**src/sv/b64le_pkg.sv**
```systemverilog
// ----------------------------------------------------------------------------
// b64le_pkg
// Shared types, constants and the base64 alphabet for the line encoder.
// ----------------------------------------------------------------------------
package b64le_pkg;

  localparam logic [7:0] PAD_CHAR     = 8'h3D;  // '='
  localparam logic [7:0] NEWLINE_CHAR = 8'h0A;
  localparam logic [5:0] GPL_RESET    = 6'd19;

  // One complete group handed from the front to the back
  typedef struct packed {
    logic [23:0] data;    // {b0, b1, b2}, zero-filled
    logic [1:0]  nbytes;  // 1..3 real bytes
    logic        wrap;    // line is full after this group
    logic        last;    // final group of the message
  } grp_t;

  function automatic logic [7:0] b64_char(input logic [5:0] idx);
    logic [7:0] i8;
    i8 = {2'b00, idx};
    if (idx < 6'd26)      b64_char = 8'h41 + i8;
    else if (idx < 6'd52) b64_char = 8'h61 + i8 - 8'd26;
    else if (idx < 6'd62) b64_char = 8'h30 + i8 - 8'd52;
    else if (idx == 6'd62) b64_char = 8'h2B;
    else                  b64_char = 8'h2F;
  endfunction

endpackage

```
**src/sv/b64le_byte_if.sv**
```systemverilog
// ----------------------------------------------------------------------------
// b64le_byte_if
// Valid/ready channel carrying raw message bytes.
// ----------------------------------------------------------------------------
interface b64le_byte_if;
  logic       valid;
  logic       ready;
  logic [7:0] data_byte;
  logic       end_of_message;

  modport source (output valid, output data_byte, output end_of_message, input ready);
  modport sink   (input valid, input data_byte, input end_of_message, output ready);
endinterface

```
**src/sv/b64le_char_if.sv**
```systemverilog
// ----------------------------------------------------------------------------
// b64le_char_if
// Valid/ready channel carrying encoded characters.
// ----------------------------------------------------------------------------
interface b64le_char_if;
  logic       valid;
  logic       ready;
  logic [7:0] out_char;
  logic       last_of_run;

  modport source (output valid, output out_char, output last_of_run, input ready);
  modport sink   (input valid, input out_char, input last_of_run, output ready);
endinterface

```
**src/sv/b64le_front.sv**
```systemverilog
// ----------------------------------------------------------------------------
// b64le_front
// Gathers bytes into groups, tracks line position and queues group records.
// ----------------------------------------------------------------------------
module b64le_front (
  input  logic              clk,
  input  logic              rst_n,
  input  logic              cfg_wr_en,
  input  logic [5:0]        cfg_wr_data,
  input  logic              byte_valid,
  input  logic [7:0]        byte_data,
  input  logic              byte_eom,
  output logic              byte_ready,
  input  logic              q_full,
  output logic              q_push,
  output b64le_pkg::grp_t   q_grp
);
  import b64le_pkg::*;

  logic [5:0] gpl_r;
  logic [7:0] held0_r, held0_nxt;
  logic [7:0] held1_r, held1_nxt;
  logic [1:0] cnt_r, cnt_nxt;
  logic [5:0] gol_r, gol_nxt;
  logic       acc;
  logic       hold;
  logic       wrap;

  assign byte_ready = !q_full;
  assign acc        = byte_valid && byte_ready;
  // cnt_r never reaches 3; bit 1 alone means two bytes held
  assign hold       = !byte_eom && !cnt_r[1];
  assign wrap       = ({1'b0, gol_r} + 7'd1) >= {1'b0, gpl_r};

  always_comb begin
    held0_nxt = held0_r;
    held1_nxt = held1_r;
    cnt_nxt   = cnt_r;
    gol_nxt   = gol_r;
    q_push    = 1'b0;

    q_grp.nbytes = cnt_r + 2'd1;
    q_grp.wrap   = wrap;
    q_grp.last   = byte_eom;
    if (cnt_r[1])
      q_grp.data = {held0_r, held1_r, byte_data};
    else if (cnt_r[0])
      q_grp.data = {held0_r, byte_data, 8'h00};
    else
      q_grp.data = {byte_data, 16'h0000};

    if (acc) begin
      if (hold) begin
        if (cnt_r[0]) held1_nxt = byte_data;
        else          held0_nxt = byte_data;
        cnt_nxt = cnt_r + 2'd1;
      end else begin
        q_push  = 1'b1;
        cnt_nxt = 2'd0;
        gol_nxt = (wrap || byte_eom) ? 6'd0 : gol_r + 6'd1;
      end
    end
  end

  always_ff @(posedge clk) begin
    if (!rst_n) begin
      gpl_r <= GPL_RESET;
      cnt_r <= 2'd0;
      gol_r <= 6'd0;
    end else begin
      if (cfg_wr_en) gpl_r <= cfg_wr_data;
      cnt_r <= cnt_nxt;
      gol_r <= gol_nxt;
    end
  end

  always_ff @(posedge clk) begin
    held0_r <= held0_nxt;
    held1_r <= held1_nxt;
  end

endmodule

```
**src/sv/b64le_fifo.sv**
```systemverilog
// ----------------------------------------------------------------------------
// b64le_fifo
// Short queue of group records between the front and the back.
// ----------------------------------------------------------------------------
module b64le_fifo #(
  parameter int DEPTH = 2
) (
  input  logic            clk,
  input  logic            rst_n,
  input  logic            push,
  input  b64le_pkg::grp_t wr_grp,
  input  logic            pop,
  output b64le_pkg::grp_t rd_grp,
  output logic            full,
  output logic            empty
);
  import b64le_pkg::*;

  localparam int PW = (DEPTH > 1) ? $clog2(DEPTH) : 1;
  localparam int CW = $clog2(DEPTH + 1);
  localparam logic [PW-1:0] LAST_IDX = PW'(DEPTH - 1);
  localparam logic [CW-1:0] DEPTH_C  = CW'(DEPTH);

  grp_t          slots_r [DEPTH];
  logic [PW-1:0] wp_r, rp_r;
  logic [CW-1:0] count_r;
  logic          do_push, do_pop;

  assign full    = (count_r == DEPTH_C);
  assign empty   = (count_r == '0);
  assign do_push = push && !full;
  assign do_pop  = pop && !empty;
  assign rd_grp  = slots_r[rp_r];

  always_ff @(posedge clk) begin
    if (do_push) slots_r[wp_r] <= wr_grp;
  end

  always_ff @(posedge clk) begin
    if (!rst_n) begin
      wp_r    <= '0;
      rp_r    <= '0;
      count_r <= '0;
    end else begin
      if (do_push) wp_r <= (wp_r == LAST_IDX) ? '0 : wp_r + PW'(1);
      if (do_pop)  rp_r <= (rp_r == LAST_IDX) ? '0 : rp_r + PW'(1);
      if (do_push && !do_pop)      count_r <= count_r + CW'(1);
      else if (do_pop && !do_push) count_r <= count_r - CW'(1);
    end
  end

endmodule

```
**src/sv/b64le_back.sv**
```systemverilog
// ----------------------------------------------------------------------------
// b64le_back
// Walks the head group record and emits one character per cycle into the
// output register while a group is queued and the output is not stalled.
// ----------------------------------------------------------------------------
module b64le_back (
  input  logic            clk,
  input  logic            rst_n,
  input  logic            q_empty,
  input  b64le_pkg::grp_t q_grp,
  output logic            q_pop,
  output logic            out_valid,
  output logic [7:0]      out_char,
  output logic            out_last,
  input  logic            out_ready
);
  import b64le_pkg::*;

  logic [2:0] step_r, step_nxt;
  logic       valid_r, valid_nxt;
  logic [7:0] char_r, char_nxt;
  logic       last_r, last_nxt;
  logic       emit;
  logic       final_step;
  logic [2:0] end_step;
  logic [5:0] sextet;
  logic [7:0] ch;

  assign end_step   = 3'd3 + {2'b00, q_grp.wrap} + {2'b00, q_grp.last};
  assign emit       = !q_empty && (!valid_r || out_ready);
  assign final_step = (step_r == end_step);
  assign q_pop      = emit && final_step;

  always_comb begin
    case (step_r)
      3'd0:    sextet = q_grp.data[23:18];
      3'd1:    sextet = q_grp.data[17:12];
      3'd2:    sextet = q_grp.data[11:6];
      default: sextet = q_grp.data[5:0];
    endcase
  end

  always_comb begin
    case (step_r)
      3'd0, 3'd1: ch = b64_char(sextet);
      3'd2:       ch = (q_grp.nbytes >= 2'd2) ? b64_char(sextet) : PAD_CHAR;
      3'd3:       ch = (q_grp.nbytes == 2'd3) ? b64_char(sextet) : PAD_CHAR;
      default:    ch = NEWLINE_CHAR;  // wrap and/or terminating newline
    endcase
  end

  always_comb begin
    step_nxt  = step_r;
    valid_nxt = valid_r;
    char_nxt  = char_r;
    last_nxt  = last_r;
    if (emit) begin
      valid_nxt = 1'b1;
      char_nxt  = ch;
      last_nxt  = final_step;
      step_nxt  = final_step ? 3'd0 : step_r + 3'd1;
    end else if (out_ready) begin
      valid_nxt = 1'b0;
    end
  end

  always_ff @(posedge clk) begin
    if (!rst_n) begin
      step_r  <= 3'd0;
      valid_r <= 1'b0;
    end else begin
      step_r  <= step_nxt;
      valid_r <= valid_nxt;
    end
  end

  always_ff @(posedge clk) begin
    char_r <= char_nxt;
    last_r <= last_nxt;
  end

  assign out_valid = valid_r;
  assign out_char  = char_r;
  assign out_last  = last_r;

endmodule

```
**src/sv/base64_line_encoder_top.sv**
```systemverilog
// ----------------------------------------------------------------------------
// base64_line_encoder_top
// Streaming base64 encoder with line wrapping.
// ----------------------------------------------------------------------------
// in_bus takes one raw byte per transaction; end_of_message marks the final
// byte. out_bus gives one character per transaction: alphabet, '=' pad or
// newline; last_of_run flags the final character of each group of input bytes.
// Each group of three bytes (or a short final group) yields four characters,
// a newline after groups_per_line groups, and one more newline at the end of
// the message. cfg_wr_en/cfg_wr_data load groups_per_line (reset 19).
// The group record is written into the queue when the byte that completes
// the group is taken; its first character then goes into the output register.
// Throughput: bytes are taken one per cycle while the group queue has room;
// the back end sends one character per cycle while a group is queued and
// out_bus does not stall; a group yields 4 to 6 characters.
// Reset clears the held-byte count, line position, queue and output valid, and
// loads groups_per_line with 19. When out_bus stalls, the output register
// holds; the queue (QUEUE_DEPTH groups) absorbs input before in_bus.ready
// drops.
// ----------------------------------------------------------------------------
module base64_line_encoder_top #(
  parameter int QUEUE_DEPTH = 2
) (
  input  logic              clk,
  input  logic              rst_n,
  input  logic              cfg_wr_en,
  input  logic [5:0]        cfg_wr_data,
  b64le_byte_if.sink        in_bus,
  b64le_char_if.source      out_bus
);
  import b64le_pkg::*;

  grp_t push_grp;
  grp_t head_grp;
  logic q_push, q_pop, q_full, q_empty;

  b64le_front u_front (
    .clk         (clk),
    .rst_n       (rst_n),
    .cfg_wr_en   (cfg_wr_en),
    .cfg_wr_data (cfg_wr_data),
    .byte_valid  (in_bus.valid),
    .byte_data   (in_bus.data_byte),
    .byte_eom    (in_bus.end_of_message),
    .byte_ready  (in_bus.ready),
    .q_full      (q_full),
    .q_push      (q_push),
    .q_grp       (push_grp)
  );

  b64le_fifo #(.DEPTH(QUEUE_DEPTH)) u_fifo (
    .clk    (clk),
    .rst_n  (rst_n),
    .push   (q_push),
    .wr_grp (push_grp),
    .pop    (q_pop),
    .rd_grp (head_grp),
    .full   (q_full),
    .empty  (q_empty)
  );

  b64le_back u_back (
    .clk       (clk),
    .rst_n     (rst_n),
    .q_empty   (q_empty),
    .q_grp     (head_grp),
    .q_pop     (q_pop),
    .out_valid (out_bus.valid),
    .out_char  (out_bus.out_char),
    .out_last  (out_bus.last_of_run),
    .out_ready (out_bus.ready)
  );

  // queue status is consistent
  a_q_status: assert property (@(posedge clk) disable iff (!rst_n)
    !(q_full && q_empty))
    else $error("queue reports full and empty");

  // no group record is dropped at a full queue
  a_no_drop: assert property (@(posedge clk) disable iff (!rst_n)
    q_push |-> !q_full)
    else $error("group pushed into full queue");

  // a pop only happens on a queue-to-output move that ends a run
  a_pop_last: assert property (@(posedge clk) disable iff (!rst_n)
    q_pop |=> (out_bus.valid && out_bus.last_of_run))
    else $error("group retired without last_of_run");

endmodule
```
**src/flat_wrapper.sv**
```systemverilog
// flat-port wrapper written by rule: the top's interface ports become plain ports
module base64_line_encoder_top_flat import b64le_pkg::*;
#(
  parameter int QUEUE_DEPTH = 2
)
  (clk, rst_n, cfg_wr_en, cfg_wr_data, in_bus_valid, in_bus_data_byte, in_bus_end_of_message, in_bus_ready, out_bus_valid, out_bus_out_char, out_bus_last_of_run, out_bus_ready);
  b64le_byte_if in_bus_i ();
  b64le_char_if out_bus_i ();
  input  logic clk;
  input  logic rst_n;
  input  logic cfg_wr_en;
  input  logic [5:0] cfg_wr_data;
  input wire logic [$bits(in_bus_i.valid)-1:0] in_bus_valid;
  input wire logic [$bits(in_bus_i.data_byte)-1:0] in_bus_data_byte;
  input wire logic [$bits(in_bus_i.end_of_message)-1:0] in_bus_end_of_message;
  output wire logic [$bits(in_bus_i.ready)-1:0] in_bus_ready;
  output wire logic [$bits(out_bus_i.valid)-1:0] out_bus_valid;
  output wire logic [$bits(out_bus_i.out_char)-1:0] out_bus_out_char;
  output wire logic [$bits(out_bus_i.last_of_run)-1:0] out_bus_last_of_run;
  input wire logic [$bits(out_bus_i.ready)-1:0] out_bus_ready;
  assign in_bus_i.valid = in_bus_valid;
  assign in_bus_i.data_byte = in_bus_data_byte;
  assign in_bus_i.end_of_message = in_bus_end_of_message;
  assign in_bus_ready = in_bus_i.ready;
  assign out_bus_valid = out_bus_i.valid;
  assign out_bus_out_char = out_bus_i.out_char;
  assign out_bus_last_of_run = out_bus_i.last_of_run;
  assign out_bus_i.ready = out_bus_ready;
  base64_line_encoder_top #(.QUEUE_DEPTH(QUEUE_DEPTH)) u_core (.clk(clk), .rst_n(rst_n), .cfg_wr_en(cfg_wr_en), .cfg_wr_data(cfg_wr_data), .in_bus(in_bus_i), .out_bus(out_bus_i));
endmodule
```
**config.mk**
```make
export PLATFORM = sky130hd
export DESIGN_NAME = base64_line_encoder_top_flat
export DESIGN_NICKNAME = d
export VERILOG_FILES = /design/src/sv/b64le_pkg.sv /design/src/sv/b64le_byte_if.sv /design/src/sv/b64le_char_if.sv /design/src/sv/b64le_front.sv /design/src/sv/b64le_fifo.sv /design/src/sv/b64le_back.sv /design/src/sv/base64_line_encoder_top.sv /design/src/flat_wrapper.sv
export SDC_FILE = /design/constraint.sdc
export NUM_CORES = 1
export LEC_CHECK = 0
export ABC_AREA = 0
export BUFFER_PORTS_ARGS = -buffer_cell sky130_fd_sc_hd__buf_2
export CAP_MARGIN = 40
export CORE_MARGIN = 3
export CORE_UTILIZATION = 50
export DETAILED_ROUTE_END_ITERATION = 10
export GPL_TIMING_DRIVEN = 0
export PLACE_DENSITY = 0.68
export SLEW_MARGIN = 25
export SYNTH_ARGS = -nofsm -noshare
export SYNTH_HDL_FRONTEND = slang
export SYNTH_SLANG_ARGS = --single-unit
```
**constraint.sdc**
```tcl
create_clock -name clk -period 5.7 [get_ports clk]
set_input_delay 0.855 -clock clk [delete_from_list [all_inputs] [get_ports clk]]
set_output_delay 0.855 -clock clk [all_outputs]
set_load 0.05 [all_outputs]
```
==> reports/results.ini <==
[status]
status=finished, final reports clean

[route]
wl_per_cell_um=16.4
drc=0
ant_nets=0
viasPerCell=5.49
first_pass_iters=5
vias=3124
first_iter_violations=217
wirelength_um=9320

[setup_path]
critPathMaxFanout=10
cp.required_ns=5.80
worst_setup_path_start_kind=flop
worst-setup-path-type=flop to flop
cp-end-kind=flop
arrival_ns=3.51

[clock_network]
clk_latency_ns=0.36
cts_max_level=3
clk_path_buf_depth=2
cts_tree=done
cts_setup_buffers=0
clkTransAtPathRegs_ns=0.10
ctsResizeCount=0
holdBufCountCts=0
ctsRootBufferMaster=clkbuf_8
cts_sinks=104
cts_inserted_buffers=9

[logic_synthesis]
synthXorXnorAreaFrac=0.0195
synth_area_mm2=0.00493
synth_compound_area_frac=0.114
synthSimpleGateAreaFrac=0.103
synth_edf_count=81
muxShareOfSynthArea=0.0971
synthAdderAreaFrac=0.0482
synth_top_flop_cell=edfxtp_1
yosysWarningCount=0
yosysUniqueCellTypes=61
synthArstFlopShare=0
synth_top_family_by_area=compound AO/OA/AOI/OAI gates
ys_seq_area_frac=0.586
synth_nets=429
post_synth.cell_area_avg_um2=12.7
ys_ff_latch=104
syn_inst=390

[global_route]
grt_first_pass_wirelength_um=15600
grt_max_degree=20
grtUsageTotal=0.178
grt_pass1_vias=3117
grt_overflow=0
antenna_found_initial=0

[timing]
hold_slack_ns=0.499
rsz0062_at_grt=false
hold_viol=0
worst_pin_slew_ns=0.751
final.setup.tns_ns=0
maxSlewViolCount=0
post-route-period-util=0.597
setup_viol=0
skew_ns=0.0124
fmax_mhz=294
period_minus_slack_ns=3.40
slew_headroom=0.497

[power]
total_leakage_power_nw=2.06
peakVddDrop_mv=0.198
power_density_mw_per_mm2=388

[finish]
multi_input_area_mm2=0.00191
n_fill_cell=772
n_antenna_cell=0
syn_to_final_growth_pct=12.5
seqCellArea_mm2=0.00289
final_nets=474
drive_gt1_frac=0.198

[floorplanning]
die_w_um=105
initial_utilization=0.524
io_pins=31
core_mm2=0.00942
rows=35
die_h_um=105
die_area_mm2=0.0111

[hold_path]
hp-class=flop to flop

[place]
gp_congestion=0.797
place_hpwl_um=6850
port-buffer-count=29

[job]
maxCapViolations=0

## where the power goes
group	total (W)	switching [W]	internal, W
combinational	0.000757	0.000474	0.000282
sequential	0.000927	0.0000229	0.000904
clock	0.000474	0.000261	0.000213
total	0.00216	0.000758	0.00140
## worst max-delay path, stage by stage, from the launching register on
cell	delay (ns)
dfxtp_1	0.49
inv_1	0.10
ha_1	0.24
or3_1	0.41
nand2_2	0.21
a221o_1	0.27
inv_1	0.12
ha_1	0.22
nor3_1	0.22
buf_2	0.26
nand2_1	0.09
mux2_2	0.27
a21oi_1	0.20
nor2_1	0.06
## synthesized netlist by cell type (all sizes together) (5+ instances only)
cell type	count	share of area
xnor2	5	0.0089
ha	19	0.048
clkbuf	6	0.0046
nor2	37	0.028
mux2	18	0.042
nand2b	5	0.0063
buf	6	0.010
nand2	20	0.016
xor2	6	0.011
and2	11	0.014
edfxtp	81	0.49
nand3	5	0.0051
a211oi	5	0.0086
a21oi	11	0.011
o22ai	5	0.0063
nor2b	9	0.011
o21ai	8	0.0081
a22o	9	0.016
mux2i	26	0.055
inv	21	0.016
dfxtp	23	0.093
## registers in the layout, summed over array words and instances (netlist names), named ones only
name,flops
u_core.u_fifo.rp_r,1
u_core.u_front.gol_r,6
u_core.u_fifo.wp_r,1
u_core.u_front.held0_r,8
u_core.u_back.out_char,8
u_core.u_front.cnt_r,2
u_core.u_front.gpl_r,6
u_core.u_front.held1_r,8
u_core.u_fifo.slots_r,56
u_core.u_back.out_valid,1
u_core.u_fifo.count_r,2
u_core.u_back.step_r,3
u_core.u_back.out_last,1
## per-stage QoR
step	util	area, um2	std cells	power (W)	worst slack [ns]
after global placement	0.557	5240	548	0.00166	1.75
final	0.590	5550	569	0.00216	2.30
after CTS	0.590	5550	569	0.00218	2.28
after detailed placement	0.567	5340	553	0.00170	2.30
after global routing	0.590	5550	569	0.00229	2.05
after floorplan	-	4930	390	0.00152	2.49
## path summary, 6_finish.rpt
| check | start | endpoint | slack, ns | cells after the start |
|---|---|---|---|---|
| worst max-delay path | u_core.u_back.step_r[1] | u_core.u_back.out_char[0] | 2.30 | 13 |
| worst min-delay path | u_core.u_front.gpl_r[4] | u_core.u_front.gpl_r[4] | 0.50 | 2 |
| worst max register to register | u_core.u_back.step_r[1] | u_core.u_back.out_char[0] | 2.30 | 13 |
| worst min register to register | u_core.u_front.gpl_r[4] | u_core.u_front.gpl_r[4] | 0.50 | 2 |
## area by class of cell
| class | count | area share |
|---|---|---|
| Buffer | 12 | 0.0133 |
| Clock buffer | 9 | 0.0223 |
| Clock inverter | 7 | 0.0158 |
| Inverter | 22 | 0.0149 |
| Multi-Input combinational cell | 252 | 0.345 |
| Sequential cell | 104 | 0.521 |
| Tap cell | 129 | 0.0291 |
| Timing Repair Buffer | 34 | 0.0392 |
## cell families (layout without fill, tap and decap cells)
kind of cell,Yosys count,in the layout
multiplexers,44,44
flip-flops,104,104
adder cells (fa/ha/maj),19,19
XOR/XNOR,11,11
buffers and inverters,34,84
AND/OR/NAND/NOR,105,105
AO/OA/AOI/OAI,73,73
## routing by layer
metal,up-vias,wire length [um],share of wire,track usage
met4,0,123,0.013,0.0609
met1,1508,4460,0.48,0.247
met3,8,264,0.028,0.0318
met2,60,4470,0.48,0.282
met5,-,0,0,0
li1,1548,-,-,-
## cells in the final DEF (no fill, tap or decap), types with 3 or more instances in the layout
master    instances
clkbuf_1          6
or3_1             4
nor2_1           35
inv_1            20
a22o_1            9
nor2b_1           9
clkbuf_8          9
a31oi_1           3
buf_2            33
nand2_1          19
xor2_1            6
a21oi_1          11
and2_1           11
ha_1             19
o22ai_1           5
o21ai_0           8
buf_6             3
a211oi_1          4
edfxtp_1         81
nor3_1            4
xnor2_1           5
mux2i_1          25
clkinv_4          3
a21o_1            4
nand3_1           5
nand2b_1          5
mux2_2           15
a21boi_0          4
dfxtp_1          23
Power figures use the tool's default switching activity.
